$ cat src/design/kcl_pkg.sv
package kcl_pkg;

  localparam int unsigned CODE_W = 16;
  localparam int unsigned KEY_W  = 4;
  localparam int unsigned MSG_W  = 3;
  localparam int unsigned STEP_W = 3;

  localparam int unsigned DEF_STORED_CODES = 16;

  localparam logic [CODE_W-1:0] RST_HOLD_TICKS   = 16'd2;
  localparam logic [CODE_W-1:0] RST_DEFAULT_CODE = 16'h1234;

  // configuration register indexes
  localparam logic REG_HOLD_TICKS   = 1'b0;
  localparam logic REG_DEFAULT_CODE = 1'b1;

  // key codes
  localparam logic [KEY_W-1:0] KEY_TEN   = 4'd10;
  localparam logic [KEY_W-1:0] KEY_STAR  = 4'd10;
  localparam logic [KEY_W-1:0] KEY_HASH  = 4'd11;
  localparam logic [KEY_W-1:0] KEY_MULTI = 4'd12;

  // item kinds
  localparam logic CMD_KEY  = 1'b0;
  localparam logic CMD_TICK = 1'b1;

  // messages
  localparam logic [MSG_W-1:0] MSG_NONE    = 3'd0;
  localparam logic [MSG_W-1:0] MSG_BAD     = 3'd1;
  localparam logic [MSG_W-1:0] MSG_GOOD    = 3'd2;
  localparam logic [MSG_W-1:0] MSG_VALID   = 3'd3;
  localparam logic [MSG_W-1:0] MSG_INVALID = 3'd4;
  localparam logic [MSG_W-1:0] MSG_SET     = 3'd5;
  localparam logic [MSG_W-1:0] MSG_ENTER   = 3'd6;

  // microprogram step addresses
  localparam logic [STEP_W-1:0] ST_FETCH   = 3'd0;
  localparam logic [STEP_W-1:0] ST_APPLY   = 3'd1;
  localparam logic [STEP_W-1:0] ST_SCAN    = 3'd2;
  localparam logic [STEP_W-1:0] ST_RESOLVE = 3'd3;
  localparam logic [STEP_W-1:0] ST_EMIT    = 3'd4;
  localparam logic [STEP_W-1:0] ST_LAST    = ST_EMIT;

  typedef enum logic [2:0] {
    OP_NONE,
    OP_FETCH,
    OP_APPLY,
    OP_SCAN,
    OP_RESOLVE,
    OP_EMIT
  } op_e;

  typedef enum logic [2:0] {
    C_NEVER,
    C_NO_INPUT,
    C_NO_MATCH,
    C_SCAN_BUSY,
    C_OUT_BUSY
  } cond_e;

  // one control word: datapath op, jump condition, jump target
  typedef struct packed {
    op_e               op;
    cond_e             cond;
    logic [STEP_W-1:0] target;
  } ctrl_t;

  // datapath flags seen by the sequencer
  typedef struct packed {
    logic in_taken;
    logic need_match;
    logic scan_busy;
    logic out_busy;
  } status_t;

  // control store
  function automatic ctrl_t ucode(input logic [STEP_W-1:0] step);
    ctrl_t w;
    unique case (step)
      ST_FETCH:   w = '{op: OP_FETCH,   cond: C_NO_INPUT,  target: ST_FETCH};
      ST_APPLY:   w = '{op: OP_APPLY,   cond: C_NO_MATCH,  target: ST_EMIT};
      ST_SCAN:    w = '{op: OP_SCAN,    cond: C_SCAN_BUSY, target: ST_SCAN};
      ST_RESOLVE: w = '{op: OP_RESOLVE, cond: C_NEVER,     target: ST_EMIT};
      ST_EMIT:    w = '{op: OP_EMIT,    cond: C_OUT_BUSY,  target: ST_EMIT};
      default:    w = '{op: OP_NONE,    cond: C_NEVER,     target: ST_FETCH};
    endcase
    return w;
  endfunction

endpackage

$ cat src/design/kcl_if.sv
interface kcl_in_if;
  logic                      valid;
  logic                      ready;
  logic                      cmd;
  logic [kcl_pkg::KEY_W-1:0] key_code;

  modport source (output valid, output cmd, output key_code, input ready);
  modport sink   (input valid, input cmd, input key_code, output ready);
endinterface

interface kcl_out_if #(
  parameter int unsigned CountW = 5
);
  logic                      valid;
  logic                      ready;
  logic [kcl_pkg::MSG_W-1:0] message;
  logic                      echo_valid;
  logic [kcl_pkg::KEY_W-1:0] echo_key;
  logic                      busy_res;
  logic [CountW-1:0]         stored_count;

  modport source (output valid, output message, output echo_valid, output echo_key,
                  output busy_res, output stored_count, input ready);
  modport sink   (input valid, input message, input echo_valid, input echo_key,
                  input busy_res, input stored_count, output ready);
endinterface

$ cat src/design/kcl_seq.sv
module kcl_seq (
  input  logic             clk_i,
  input  logic             rst_ni,
  input  kcl_pkg::status_t status_i,
  output kcl_pkg::ctrl_t   ctrl_o
);

  logic [kcl_pkg::STEP_W-1:0] step_q, step_d;
  logic                       jump;

  assign ctrl_o = kcl_pkg::ucode(step_q);

  always_comb begin
    unique case (ctrl_o.cond)
      kcl_pkg::C_NEVER:     jump = 1'b0;
      kcl_pkg::C_NO_INPUT:  jump = !status_i.in_taken;
      kcl_pkg::C_NO_MATCH:  jump = !status_i.need_match;
      kcl_pkg::C_SCAN_BUSY: jump = status_i.scan_busy;
      kcl_pkg::C_OUT_BUSY:  jump = status_i.out_busy;
      default:              jump = 1'b0;
    endcase
    priority if (jump) begin
      step_d = ctrl_o.target;
    end else if (step_q >= kcl_pkg::ST_LAST) begin
      step_d = kcl_pkg::ST_FETCH;
    end else begin
      step_d = step_q + 1'b1;
    end
  end

  always_ff @(posedge clk_i or negedge rst_ni) begin
    if (!rst_ni) begin
      step_q <= kcl_pkg::ST_FETCH;
    end else begin
      step_q <= step_d;
    end
  end

  // the program never runs past its last word
  assert property (@(posedge clk_i) disable iff (!rst_ni) step_q <= kcl_pkg::ST_LAST)
    else $error("sequencer step out of program");

endmodule

$ cat src/design/kcl_dp.sv
module kcl_dp #(
  parameter int unsigned STORED_CODES = kcl_pkg::DEF_STORED_CODES,
  parameter int unsigned CountW       = $clog2(STORED_CODES + 1)
) (
  input  logic                        clk_i,
  input  logic                        rst_ni,
  input  kcl_pkg::ctrl_t              ctrl_i,
  output kcl_pkg::status_t            status_o,
  input  logic                        cfg_we_i,
  input  logic                        cfg_idx_i,
  input  logic [kcl_pkg::CODE_W-1:0]  cfg_data_i,
  kcl_in_if.sink                      in_ch,
  kcl_out_if.source                   out_ch
);

  localparam int unsigned AW = (STORED_CODES > 1) ? $clog2(STORED_CODES) : 1;
  localparam logic [CountW-1:0] FULL = CountW'(STORED_CODES);

  typedef enum logic [2:0] {
    M_D0,
    M_D1,
    M_D2,
    M_D3,
    M_PROG,
    M_HOLD
  } mode_e;

  // latched item
  logic                      cmd_q, cmd_d;
  logic [kcl_pkg::KEY_W-1:0] key_q, key_d;
  // lock state
  mode_e                      mode_q, mode_d;
  logic [kcl_pkg::CODE_W-1:0] entered_q, entered_d;
  logic                       star_q, star_d;
  logic [2:0]                 pc_q, pc_d;
  logic [kcl_pkg::CODE_W-1:0] new_q, new_d;
  logic [kcl_pkg::CODE_W-1:0] hold_q, hold_d;
  logic [CountW-1:0]          cnt_q, cnt_d;
  logic [kcl_pkg::CODE_W-1:0] hold_ticks_q, def_code_q;
  // scan unit
  logic [CountW-1:0]          a_q, a_d;
  logic                       p_q, p_d;
  logic                       hit_q, hit_d;
  logic                       hit_now;
  logic                       rd_en;
  logic [kcl_pkg::CODE_W-1:0] rd_q;
  logic                       mem_we;
  logic [kcl_pkg::CODE_W-1:0] mem [STORED_CODES];
  // pending result and output register
  logic [kcl_pkg::MSG_W-1:0]  rmsg_q, rmsg_d;
  logic                       rev_q, rev_d;
  logic [kcl_pkg::KEY_W-1:0]  rek_q, rek_d;
  logic                       ov_q, ov_d;
  logic [kcl_pkg::MSG_W-1:0]  omsg_q, omsg_d;
  logic                       oev_q, oev_d;
  logic [kcl_pkg::KEY_W-1:0]  oek_q, oek_d;
  logic                       obusy_q, obusy_d;
  logic [CountW-1:0]          ocnt_q, ocnt_d;

  logic                       is_digit;
  logic [kcl_pkg::CODE_W-1:0] shifted;

  assign is_digit = key_q < kcl_pkg::KEY_TEN;
  assign shifted  = {entered_q[kcl_pkg::CODE_W-5:0], key_q};
  assign hit_now  = hit_q || (p_q && (rd_q == entered_q));

  assign in_ch.ready         = (ctrl_i.op == kcl_pkg::OP_FETCH);
  assign status_o.in_taken   = in_ch.valid && in_ch.ready;
  assign status_o.need_match = (cmd_q == kcl_pkg::CMD_KEY) && (mode_q == M_D3) && is_digit;
  assign status_o.scan_busy  = !hit_now && ((a_q < cnt_q) || p_q);
  assign status_o.out_busy   = ov_q && !out_ch.ready;

  assign out_ch.valid        = ov_q;
  assign out_ch.message      = omsg_q;
  assign out_ch.echo_valid   = oev_q;
  assign out_ch.echo_key     = oek_q;
  assign out_ch.busy_res     = obusy_q;
  assign out_ch.stored_count = ocnt_q;

  always_comb begin
    cmd_d = cmd_q;       key_d = key_q;
    mode_d = mode_q;     entered_d = entered_q;
    star_d = star_q;     pc_d = pc_q;
    new_d = new_q;       hold_d = hold_q;
    cnt_d = cnt_q;
    a_d = a_q;           p_d = p_q;       hit_d = hit_q;
    rd_en = 1'b0;        mem_we = 1'b0;
    rmsg_d = rmsg_q;     rev_d = rev_q;   rek_d = rek_q;
    ov_d = ov_q && !out_ch.ready;
    omsg_d = omsg_q;     oev_d = oev_q;   oek_d = oek_q;
    obusy_d = obusy_q;   ocnt_d = ocnt_q;

    unique case (ctrl_i.op)
      kcl_pkg::OP_FETCH: begin
        if (in_ch.valid) begin
          cmd_d = in_ch.cmd;
          key_d = in_ch.key_code;
        end
      end
      kcl_pkg::OP_APPLY: begin
        rmsg_d = kcl_pkg::MSG_NONE;
        rev_d  = 1'b0;
        rek_d  = '0;
        if (cmd_q == kcl_pkg::CMD_TICK) begin
          if (mode_q == M_HOLD) begin
            if (hold_q <= 16'd1) begin
              hold_d    = '0;
              mode_d    = M_D0;
              star_d    = 1'b0;
              entered_d = '0;
              pc_d      = '0;
              rmsg_d    = kcl_pkg::MSG_ENTER;
            end else begin
              hold_d = hold_q - 1'b1;
            end
          end
        end else if (mode_q != M_HOLD && key_q < kcl_pkg::KEY_MULTI) begin
          unique case (mode_q)
            M_D0: begin
              if (key_q == kcl_pkg::KEY_HASH) begin
                rmsg_d = kcl_pkg::MSG_BAD;
                mode_d = M_HOLD;
                hold_d = hold_ticks_q;
              end else begin
                rev_d     = 1'b1;
                rek_d     = key_q;
                entered_d = {12'd0, key_q};
                star_d    = (key_q == kcl_pkg::KEY_STAR);
                mode_d    = M_D1;
              end
            end
            M_D1: begin
              if (star_q && key_q == kcl_pkg::KEY_STAR) begin
                rmsg_d = kcl_pkg::MSG_SET;
                mode_d = M_PROG;
                star_d = 1'b0;
                pc_d   = '0;
                new_d  = '0;
              end else if (is_digit && !star_q) begin
                rev_d     = 1'b1;
                rek_d     = key_q;
                entered_d = shifted;
                mode_d    = M_D2;
              end else begin
                rmsg_d = kcl_pkg::MSG_BAD;
                mode_d = M_HOLD;
                hold_d = hold_ticks_q;
              end
            end
            M_D2: begin
              if (is_digit) begin
                rev_d     = 1'b1;
                rek_d     = key_q;
                entered_d = shifted;
                mode_d    = M_D3;
              end else begin
                rmsg_d = kcl_pkg::MSG_BAD;
                mode_d = M_HOLD;
                hold_d = hold_ticks_q;
              end
            end
            M_D3: begin
              mode_d = M_HOLD;
              hold_d = hold_ticks_q;
              rmsg_d = kcl_pkg::MSG_BAD;
              if (is_digit) begin
                // full code known: start the table scan, default code checked here
                rev_d     = 1'b1;
                rek_d     = key_q;
                entered_d = shifted;
                hit_d     = (shifted == def_code_q);
                a_d       = '0;
                p_d       = 1'b0;
              end
            end
            M_PROG: begin
              rev_d = 1'b1;
              rek_d = key_q;
              if (pc_q >= 3'd4) begin
                // fifth key: only a hash after four clean digits stores, and only while the table has room
                if (!star_q && key_q == kcl_pkg::KEY_HASH && cnt_q < FULL) begin
                  mem_we = 1'b1;
                  cnt_d  = cnt_q + 1'b1;
                  rmsg_d = kcl_pkg::MSG_VALID;
                end else begin
                  rmsg_d = kcl_pkg::MSG_INVALID;
                end
                mode_d = M_HOLD;
                hold_d = hold_ticks_q;
                star_d = 1'b0;
                pc_d   = '0;
              end else begin
                if (!is_digit) begin
                  star_d = 1'b1;
                end else begin
                  new_d = {new_q[kcl_pkg::CODE_W-5:0], key_q};
                end
                pc_d = pc_q + 1'b1;
              end
            end
            default: begin
            end
          endcase
        end
      end
      kcl_pkg::OP_SCAN: begin
        hit_d = hit_now;
        if (a_q < cnt_q) begin
          rd_en = 1'b1;
          p_d   = 1'b1;
          a_d   = a_q + 1'b1;
        end else begin
          p_d = 1'b0;
        end
      end
      kcl_pkg::OP_RESOLVE: begin
        rmsg_d = hit_q ? kcl_pkg::MSG_GOOD : kcl_pkg::MSG_BAD;
      end
      kcl_pkg::OP_EMIT: begin
        if (!(ov_q && !out_ch.ready)) begin
          ov_d    = 1'b1;
          omsg_d  = rmsg_q;
          oev_d   = rev_q;
          oek_d   = rek_q;
          obusy_d = (mode_q == M_HOLD);
          ocnt_d  = cnt_q;
        end
      end
      default: begin
      end
    endcase
  end

  always_ff @(posedge clk_i or negedge rst_ni) begin
    if (!rst_ni) begin
      mode_q       <= M_D0;
      entered_q    <= '0;
      star_q       <= 1'b0;
      pc_q         <= '0;
      new_q        <= '0;
      hold_q       <= '0;
      cnt_q        <= '0;
      hold_ticks_q <= kcl_pkg::RST_HOLD_TICKS;
      def_code_q   <= kcl_pkg::RST_DEFAULT_CODE;
      a_q          <= '0;
      p_q          <= 1'b0;
      hit_q        <= 1'b0;
      ov_q         <= 1'b0;
    end else begin
      mode_q    <= mode_d;
      entered_q <= entered_d;
      star_q    <= star_d;
      pc_q      <= pc_d;
      new_q     <= new_d;
      hold_q    <= hold_d;
      cnt_q     <= cnt_d;
      a_q       <= a_d;
      p_q       <= p_d;
      hit_q     <= hit_d;
      ov_q      <= ov_d;
      if (cfg_we_i) begin
        unique case (cfg_idx_i)
          kcl_pkg::REG_HOLD_TICKS:   hold_ticks_q <= cfg_data_i;
          kcl_pkg::REG_DEFAULT_CODE: def_code_q   <= cfg_data_i;
          default: begin
          end
        endcase
      end
    end
  end

  always_ff @(posedge clk_i) begin
    cmd_q   <= cmd_d;
    key_q   <= key_d;
    rmsg_q  <= rmsg_d;
    rev_q   <= rev_d;
    rek_q   <= rek_d;
    omsg_q  <= omsg_d;
    oev_q   <= oev_d;
    oek_q   <= oek_d;
    obusy_q <= obusy_d;
    ocnt_q  <= ocnt_d;
  end

  // code table, one write and one registered read port
  always_ff @(posedge clk_i) begin
    if (mem_we) begin
      mem[cnt_q[AW-1:0]] <= new_q;
    end
    if (rd_en) begin
      rd_q <= mem[a_q[AW-1:0]];
    end
  end

  assert property (@(posedge clk_i) disable iff (!rst_ni) cnt_q <= FULL)
    else $error("stored code count beyond table depth");

  assert property (@(posedge clk_i) disable iff (!rst_ni) mem_we |-> (cnt_q < FULL))
    else $error("code table written while full");

  assert property (@(posedge clk_i) disable iff (!rst_ni)
                   (ctrl_i.op == kcl_pkg::OP_SCAN) |-> (mode_q == M_HOLD))
    else $error("table scan outside a held result");

endmodule

$ cat src/design/keypad_code_lock_unit.sv
// keypad code lock
// in_ch carries one beat per key event (cmd 0, key_code) or time tick (cmd 1).
// out_ch returns exactly one result beat per input beat: message, echo of the
// key, whether a message is now held, and the number of stored user codes.
// cfg_we_i/cfg_idx_i/cfg_data_i write hold_ticks (index 0) and default_code
// (index 1); write only while no beat is in flight.
// an item runs through the steps fetch, apply and load of the output register;
// the load waits while the previous result beat is still held there
// a fourth digit in user mode adds a table scan, one stored code per cycle
// through the single read port of the code table, and a resolve step; the scan
// stops early on a hit, also on a hit with the default code
// one item is worked at a time, driven by a five-word microprogram
// the result sits in an output register: the next input beat is taken while
// it waits, and a stalled receiver only holds the following result back
// reset: entry state, no stored codes, hold_ticks 2, default_code 0x1234;
// no clearing pass, the table is only read below the stored count
module keypad_code_lock_unit #(
  parameter int unsigned STORED_CODES = kcl_pkg::DEF_STORED_CODES,
  parameter int unsigned CountW       = $clog2(STORED_CODES + 1)
) (
  input  logic                       clk_i,
  input  logic                       rst_ni,
  kcl_in_if.sink                     in_ch,
  kcl_out_if.source                  out_ch,
  input  logic                       cfg_we_i,
  input  logic                       cfg_idx_i,
  input  logic [kcl_pkg::CODE_W-1:0] cfg_data_i
);

  // control word from the sequencer, flags back from the datapath
  kcl_pkg::ctrl_t   ctrl;
  kcl_pkg::status_t status;

  kcl_seq u_seq (
    .clk_i    (clk_i),
    .rst_ni   (rst_ni),
    .status_i (status),
    .ctrl_o   (ctrl)
  );

  // lock state, code table with scan unit, output register
  kcl_dp #(
    .STORED_CODES (STORED_CODES),
    .CountW       (CountW)
  ) u_dp (
    .clk_i      (clk_i),
    .rst_ni     (rst_ni),
    .ctrl_i     (ctrl),
    .status_o   (status),
    .cfg_we_i   (cfg_we_i),
    .cfg_idx_i  (cfg_idx_i),
    .cfg_data_i (cfg_data_i),
    .in_ch      (in_ch),
    .out_ch     (out_ch)
  );

endmodule
$ cat src/flat_wrapper.sv
// flat-port wrapper written by rule: the top's interface ports become plain ports
module keypad_code_lock_unit_flat 
#(
  parameter int unsigned STORED_CODES = kcl_pkg::DEF_STORED_CODES,
  parameter int unsigned CountW       = $clog2(STORED_CODES + 1)
)
  (clk_i, rst_ni, cfg_we_i, cfg_idx_i, cfg_data_i, in_ch_valid, in_ch_cmd, in_ch_key_code, in_ch_ready, out_ch_valid, out_ch_message, out_ch_echo_valid, out_ch_echo_key, out_ch_busy_res, out_ch_stored_count, out_ch_ready);
  kcl_in_if in_ch_i ();
  kcl_out_if #(.CountW(CountW)) out_ch_i ();
  input  logic clk_i;
  input  logic rst_ni;
  input  logic cfg_we_i;
  input  logic cfg_idx_i;
  input  logic [kcl_pkg::CODE_W-1:0] cfg_data_i;
  input wire logic [$bits(in_ch_i.valid)-1:0] in_ch_valid;
  input wire logic [$bits(in_ch_i.cmd)-1:0] in_ch_cmd;
  input wire logic [$bits(in_ch_i.key_code)-1:0] in_ch_key_code;
  output wire logic [$bits(in_ch_i.ready)-1:0] in_ch_ready;
  output wire logic [$bits(out_ch_i.valid)-1:0] out_ch_valid;
  output wire logic [$bits(out_ch_i.message)-1:0] out_ch_message;
  output wire logic [$bits(out_ch_i.echo_valid)-1:0] out_ch_echo_valid;
  output wire logic [$bits(out_ch_i.echo_key)-1:0] out_ch_echo_key;
  output wire logic [$bits(out_ch_i.busy_res)-1:0] out_ch_busy_res;
  output wire logic [$bits(out_ch_i.stored_count)-1:0] out_ch_stored_count;
  input wire logic [$bits(out_ch_i.ready)-1:0] out_ch_ready;
  assign in_ch_i.valid = in_ch_valid;
  assign in_ch_i.cmd = in_ch_cmd;
  assign in_ch_i.key_code = in_ch_key_code;
  assign in_ch_ready = in_ch_i.ready;
  assign out_ch_valid = out_ch_i.valid;
  assign out_ch_message = out_ch_i.message;
  assign out_ch_echo_valid = out_ch_i.echo_valid;
  assign out_ch_echo_key = out_ch_i.echo_key;
  assign out_ch_busy_res = out_ch_i.busy_res;
  assign out_ch_stored_count = out_ch_i.stored_count;
  assign out_ch_i.ready = out_ch_ready;
  keypad_code_lock_unit #(.STORED_CODES(STORED_CODES), .CountW(CountW)) u_core (.clk_i(clk_i), .rst_ni(rst_ni), .in_ch(in_ch_i), .out_ch(out_ch_i), .cfg_we_i(cfg_we_i), .cfg_idx_i(cfg_idx_i), .cfg_data_i(cfg_data_i));
endmodule
$ cat config.mk
export PLATFORM = sky130hd
export DESIGN_NAME = keypad_code_lock_unit_flat
export DESIGN_NICKNAME = d
export VERILOG_FILES = /design/src/design/kcl_pkg.sv /design/src/design/kcl_if.sv /design/src/design/kcl_seq.sv /design/src/design/kcl_dp.sv /design/src/design/keypad_code_lock_unit.sv /design/src/flat_wrapper.sv
export SDC_FILE = /design/constraint.sdc
export NUM_CORES = 1
export LEC_CHECK = 0
export BUFFER_PORTS_ARGS = -buffer_cell sky130_fd_sc_hd__buf_4
export CAP_MARGIN = 5
export CORE_AREA = 4 4 200 202
export DETAILED_ROUTE_END_ITERATION = 8
export DIE_AREA = 0 0 204 206
export GPL_TIMING_DRIVEN = 0
export PLACE_DENSITY = 0.58
export SLEW_MARGIN = 20
export SYNTH_ARGS = -nofsm -noshare
export SYNTH_HDL_FRONTEND = slang
export SYNTH_SLANG_ARGS = --single-unit
$ cat constraint.sdc
create_clock -name clk_i -period 8.1 [get_ports clk_i]
set_input_delay 1.62 -clock clk_i [delete_from_list [all_inputs] [get_ports clk_i]]
set_output_delay 1.62 -clock clk_i [all_outputs]
set_load 0.05 [all_outputs]
# After elaboration in Yosys (flattened, before gate mapping)
# Memory sizes are Yosys's and may differ from the RTL's. A register that Yosys moved wholly into a read port is not among the register bits.
# Cells that the tools add are included.
# word_totals
reg_bits,130
ram_bits,256
in_bits,27
output_inout_bits,16
n_memories,1
# mem_list
name,depth,word_bits,rd,rd_ports_with_merged_regs,wr,line_no,source
u_core.u_dp.mem,16,16,1,1,1,kcl_dp.sv:48,logic [kcl_pkg::CODE_W-1:0] mem [STORED_CODES];
# classes
addsub,5
order_cmp,7
n_eq_ne,43
muxes,101
n_bitwise,4
n_reduce_logical,43
# op_table
cell,count
$mux W16,20
$pmux W16 S5,1
$mux W3,22
$pmux W16 S3,1
$pmux W9 S5,1
$mux W1,34
$eq A16 B16 Y1,2
$pmux W16 S2,1
$pmux W3 S5,2
$ne A3 B3 Y1 const B,9
$mux W5,5
$eq A3 B2 Y1 const B,8
$reduce_and A6 Y1,4
$eq A3 B3 Y1 const B,6
$reduce_and A9 Y1,2
$le A16 B1 Y1 const B,1
$mux W4,4
$ne A2 B2 Y1 const B,8
$pmux W4 S4,1
$sub A16 B1 Y16 const B,1
$eq A3 B1 Y1 const B,4
$pmux W3 S2,2
$logic_and A1 B1 Y1,11
$add A5 B1 Y5 const B,2
other kinds (27),51

# Logic depth before layout (Yosys ltp)
# logic_depth
word_depth,11
depth_mapped,10
depth_no_buf,9

# By module
# A second synthesis with hierarchy kept.
# hier_totals
cells_unflattened,1039
hier_area_um2,17071.4
# modules_own_cells
module,n_inst,cells_per_inst,area_per_inst_um2,seq_area_each_um2
kcl_dp,1,1007,16743.6,11488.5
kcl_seq,1,32,327.8,75.1

# Worst setup path before layout
# Ideal clock, no wire load.
# synth_path
kind,register to register
startpoint,register u_core.u_dp.key_q[0] (netlist bit)
endpoint,memory u_core.u_dp.mem[3][0] (netlist bit) (enable)
setup_time_ns,0.409
t_arrival_ns,2.871
setup_slack_ns,4.820
path_stages_with_launch,8
n_path_buf,1
synth_period_minus_slack_ns,3.280
cell_sequence,edfxtp_1 -> clkbuf_1 -> nand4b_1 -> nor3_1 -> nand3_1 -> nor3_2 -> nand2_1 -> nor3_1
# synth_via
elab_chain_len,11
elab_cells_between_ends,13
classes_between,1 x order compare; 1 x eq/ne; 8 x mux; 3 x reduce/logical
# synth_lines
element,line_no,source
"start, declared",kcl_dp.sv:30,"logic [kcl_pkg::KEY_W-1:0] key_q, key_d;"
"start signal, assigned",kcl_dp.sv:274,key_q <= key_d;
$eq A4 B4 Y1,kcl_dp.sv:181,if (!star_q && key_q == kcl_pkg::KEY_HASH && cnt_q < FULL) begin
$logic_and A1 B1 Y1 (2 in a row),kcl_dp.sv:181,
$mux W1,kcl_dp.sv:181,
$mux W1,kcl_dp.sv:179,if (pc_q >= 3'd4) begin
$mux W1,kcl_dp.sv:118,unique case (mode_q)
$mux W1 (*),kcl_dp.sv:117,end else if (mode_q != M_HOLD && key_q < kcl_pkg::KEY_MULTI) begin
$mux W1 (*),kcl_dp.sv:104,if (cmd_q == kcl_pkg::CMD_TICK) begin
$mux W1 (*),kcl_dp.sv:93,unique case (ctrl_i.op)
$mux W1 (*),kcl_dp.sv:287,if (mem_we) begin
$mux W1 (implied by the code) (*),kcl_dp.sv:288,mem[cnt_q[AW-1:0]] <= new_q;
"end, declared",kcl_dp.sv:48,
# Mark *: on every way between the ends. The rest lies on a longest branch, timed or not.

# Final worst setup path
# layout_path
startpoint,register u_core.u_dp.key_q[0] (netlist bit)
endpoint,memory u_core.u_dp.mem[1][12] (netlist bit) (enable)
# Same word-level chain as after synthesis.

==> flow_metrics.py <==
metrics = {
    "detailed_routing": {
        "drc": 0,
        "route.vias.total": 9389,
        "drt_first_pass_iters": 5,
        "drt_wl_total_microns": 38600,
        "ant_nets": 0,
        "drt-vias-per-instance": 5.53,
        "drt_iter0_markers": 813,
        "wl_per_cell_microns": 22.8,
    },
    "sta": {
        "rsz0062_at_grt": "false",
        "finClkSkew_ps": 23.3,
        "fmax_mhz": 263,
        "period_minus_slack_ps": 3800,
        "tightest_slew_ps": 1100,
        "maxSlewHeadroom_pct": 26.4,
        "slew_violations": 0,
        "setup_violations": 0,
        "finalCritPeriodShare_pct": 47.0,
        "tns_ps": 0,
        "fin_hold_ws_ps": 419,
        "hold_viol_final": 0,
        "setup_slack_ps": 4300,
    },
    "synth": {
        "syn_area_per_cell_sq_um": 16.0,
        "synth_nets": 1089,
        "yosysTopAreaCell": "edfxtp_1",
        "synth_area_leaders": "edfxtp_1 (54%), dfrtp_1 (15%), mux4_2 (11%), nand2_1 (2.4%), mux2_2 (2.2%)",
        "synth_top_area_share_pct": 53.7,
        "syn_inst": 1045,
        "ys.flop_type": "edfxtp_1",
        "synth_area_sq_um": 16700,
        "ys_ff_latch": 402,
        "ys_async_sr_fraction_pct": 25.6,
        "yosysWarnings": 0,
        "ys_seq_area_share_pct": 69.1,
        "synth_edf_count": 299,
        "synth.distinct_cells": 70,
    },
    "critical_path": {
        "cp.required_ps": 8380,
        "cp_slowest_cell": "nor3_2",
        "crit_chain": "clkbuf_1, nand4b_1, nor3_1, nand3_1, nor3_2, nand2_1, nor3_2, buf_4",
        "worstSetupPathType": "flip-flop to flip-flop",
        "path_delay_family": "simple AND/OR/NAND/NOR gates",
        "critical_path.most_common_cell": "nor3_2",
        "slowest_delay_ps": 570,
        "critPathLaunchType": "flip-flop",
        "worst_setup_path_end_kind": "flip-flop",
        "crit_fanout": 9,
        "arrival_ps": 4080,
        "crit_buf_inv": 2,
    },
    "clock_network": {
        "clk_latency_ps": 570,
        "clkSlewWorstSetupHoldPaths_ps": 60,
        "cts_sinks": 402,
        "htreeDepth": 2,
        "cts_buffers": 44,
        "cts_resized": 0,
        "ctsHoldBuffers": 0,
        "cts-root-buf": "clkbuf_16",
        "cts_buffer_depth": 3,
        "cts_tree": "yes",
        "cts_setup_buffers": 0,
    },
    "min_path": {
        "hold_class": "flip-flop to flip-flop",
    },
    "flow_run": {
        "cap_violations": 0,
    },
    "global_route": {
        "grt_antenna_before_repair": 0,
        "first_global_vias": 9636,
        "grt_usage_pct": 18.9,
        "grt-ovfl-total": 0,
        "grt_first_pass_wirelength_microns": 60000,
        "grt_max_degree": 104,
    },
    "floorplan": {
        "fp.dieH_microns": 206,
        "initial_utilization_pct": 43.7,
        "die_x_microns": 204,
        "io_pins": 43,
        "core-area_sq_um": 38300,
        "die_area_sq_um": 42000,
        "row_count": 72,
    },
    "placement": {
        "dpl_cell_area_sq_um": 17900,
        "pre_cts_ws_ps": 4340,
        "place.gp.congestion": 0.862,
        "io_buffers": 42,
        "dp.final_hpwl_microns": 25400,
    },
    "pwr": {
        "finalPower_mw": 5.19,
        "power_leakage_nw": 6.11,
        "power_density_nw_per_um2": 267,
        "ir_drop_v": 0.000183,
    },
    "layout": {
        "areaGrowthSynthToFinish_pct": 16.0,
        "drive_gt1_share_pct": 23.2,
        "fin_area_sq_um": 19400,
        "antenna_cells": 0,
        "fin_nets": 1189,
    },
    "status": {
        "status": "complete, no violations",
    },
}
-- layer usage --
| metal | wire (microns) | part of all wire [%] | vias up | track usage (%) |
|---|---|---|---|---|
| met3 | 2040 | 5.3 | 65 | 3.83 |
| met2 | 19200 | 50 | 230 | 31.6 |
| met5 | 0 | 0 | - | 0 |
| met4 | 942 | 2.4 | 0 | 5.58 |
| li1 | - | - | 4251 | - |
| met1 | 16400 | 42 | 4843 | 25.6 |
-- synthesized netlist by cell type (18+ instances only) --
cell	instances
a21oi_1	18
clkbuf_1	38
dfrtp_1	97
edfxtp_1	299
inv_1	23
mux2_2	32
mux4_2	80
nand2_1	108
nor2_1	44
nor3_1	18
o21ai_0	67
xnor2_1	35
-- final timing paths --
kind / startpoint / to / slack (ps) / cells after the start
max in group asynchronous: rst_ni / u_core.u_dp.hold_ticks_q[1] / 6410 / 2
setup / recovery: u_core.u_dp.key_q[0] / u_core.u_dp.mem[1][12] / 4300 / 8
hold / removal: u_core.u_dp.rek_q[0] / u_core.u_dp.out_ch.echo_key[0] / 420 / 0
min in group asynchronous: rst_ni / u_core.u_dp.cnt_q[2] / 950 / 1
setup reg to reg: u_core.u_dp.key_q[0] / u_core.u_dp.mem[1][12] / 4300 / 8
hold reg to reg: u_core.u_dp.rek_q[0] / u_core.u_dp.out_ch.echo_key[0] / 420 / 0
-- per-stage QoR --
stage	util [%]	std cells
5_1_grt	50.7	1697
3_3_place_gp	46.2	1605
4_1_cts	50.6	1695
6_report	50.7	1697
2_1_floorplan	-	1045
3_5_place_dp	46.8	1615
-- sequential cells by signal (all words and copies together) (netlist names), 16 cells and up --
signal	cells
u_core.u_dp.mem	256
u_core.u_dp.def_code_q	16
u_core.u_dp.entered_q	16
u_core.u_dp.hold_q	16
u_core.u_dp.hold_ticks_q	16
u_core.u_dp.new_q	16
u_core.u_dp.rd_q	16
-- where the power goes --
| group | internal (mW) | leakage, nW | switching (mW) |
|---|---|---|---|
| Sequential | 2.32 | 3.76 | 0.0945 |
| Clock | 1.21 | 0.708 | 0.818 |
| Combinational | 0.257 | 1.65 | 0.483 |
-- kinds of logic (layout without fill, tap and decap cells) --
family / count (synthesis) / in the layout / share of synthesized area [%]
buffers and inverters: 74 / 208 / 1.69
AND/OR/NAND/NOR: 244 / 244 / 7.02
AO/OA/AOI/OAI: 156 / 156 / 5.88
multiplexers: 113 / 113 / 13.0
adder cells (fa/ha/maj): 17 / 17 / 1.27
XOR/XNOR: 39 / 39 / 2.04
flip-flops: 402 / 402 / 69.1
-- layout make-up --
type | instances | area [sq um]
flip-flops and latches | 402 | 11600
repair buffers | 54 | 448
clock inverters | 28 | 312
well taps | 518 | 648
clock buffers | 52 | 1150
multi-input cells | 569 | 5000
fillers | 3198 | 18900
inverters | 23 | 86.3
plain buffers | 51 | 200
-- cell usage in the layout (no fill, tap or decap), types with 6 or more instances in the layout --
cell | Yosys | final
a211oi_1 | 8 | 8
a21oi_1 | 18 | 17
a32oi_1 | 6 | 6
and2_1 | 6 | 6
buf_1 | 9 | 6
buf_4 | 0 | 48
bufinv_16 | 0 | 6
clkbuf_1 | 38 | 45
clkbuf_16 | 0 | 45
clkinv_1 | 0 | 11
dfrtp_1 | 97 | 97
dfstp_2 | 6 | 6
edfxtp_1 | 299 | 299
ha_1 | 17 | 17
inv_1 | 23 | 23
mux2_2 | 32 | 32
mux4_2 | 80 | 80
nand2_1 | 108 | 108
nand2b_1 | 6 | 6
nand3_1 | 8 | 8
nand4_1 | 14 | 14
nor2_1 | 44 | 31
nor2_4 | 0 | 12
nor2b_1 | 6 | 6
nor3_1 | 18 | 14
nor3_2 | 2 | 6
o21ai_0 | 67 | 67
o21ai_1 | 6 | 6
xnor2_1 | 35 | 35
Power figures use the tool's default switching activity.
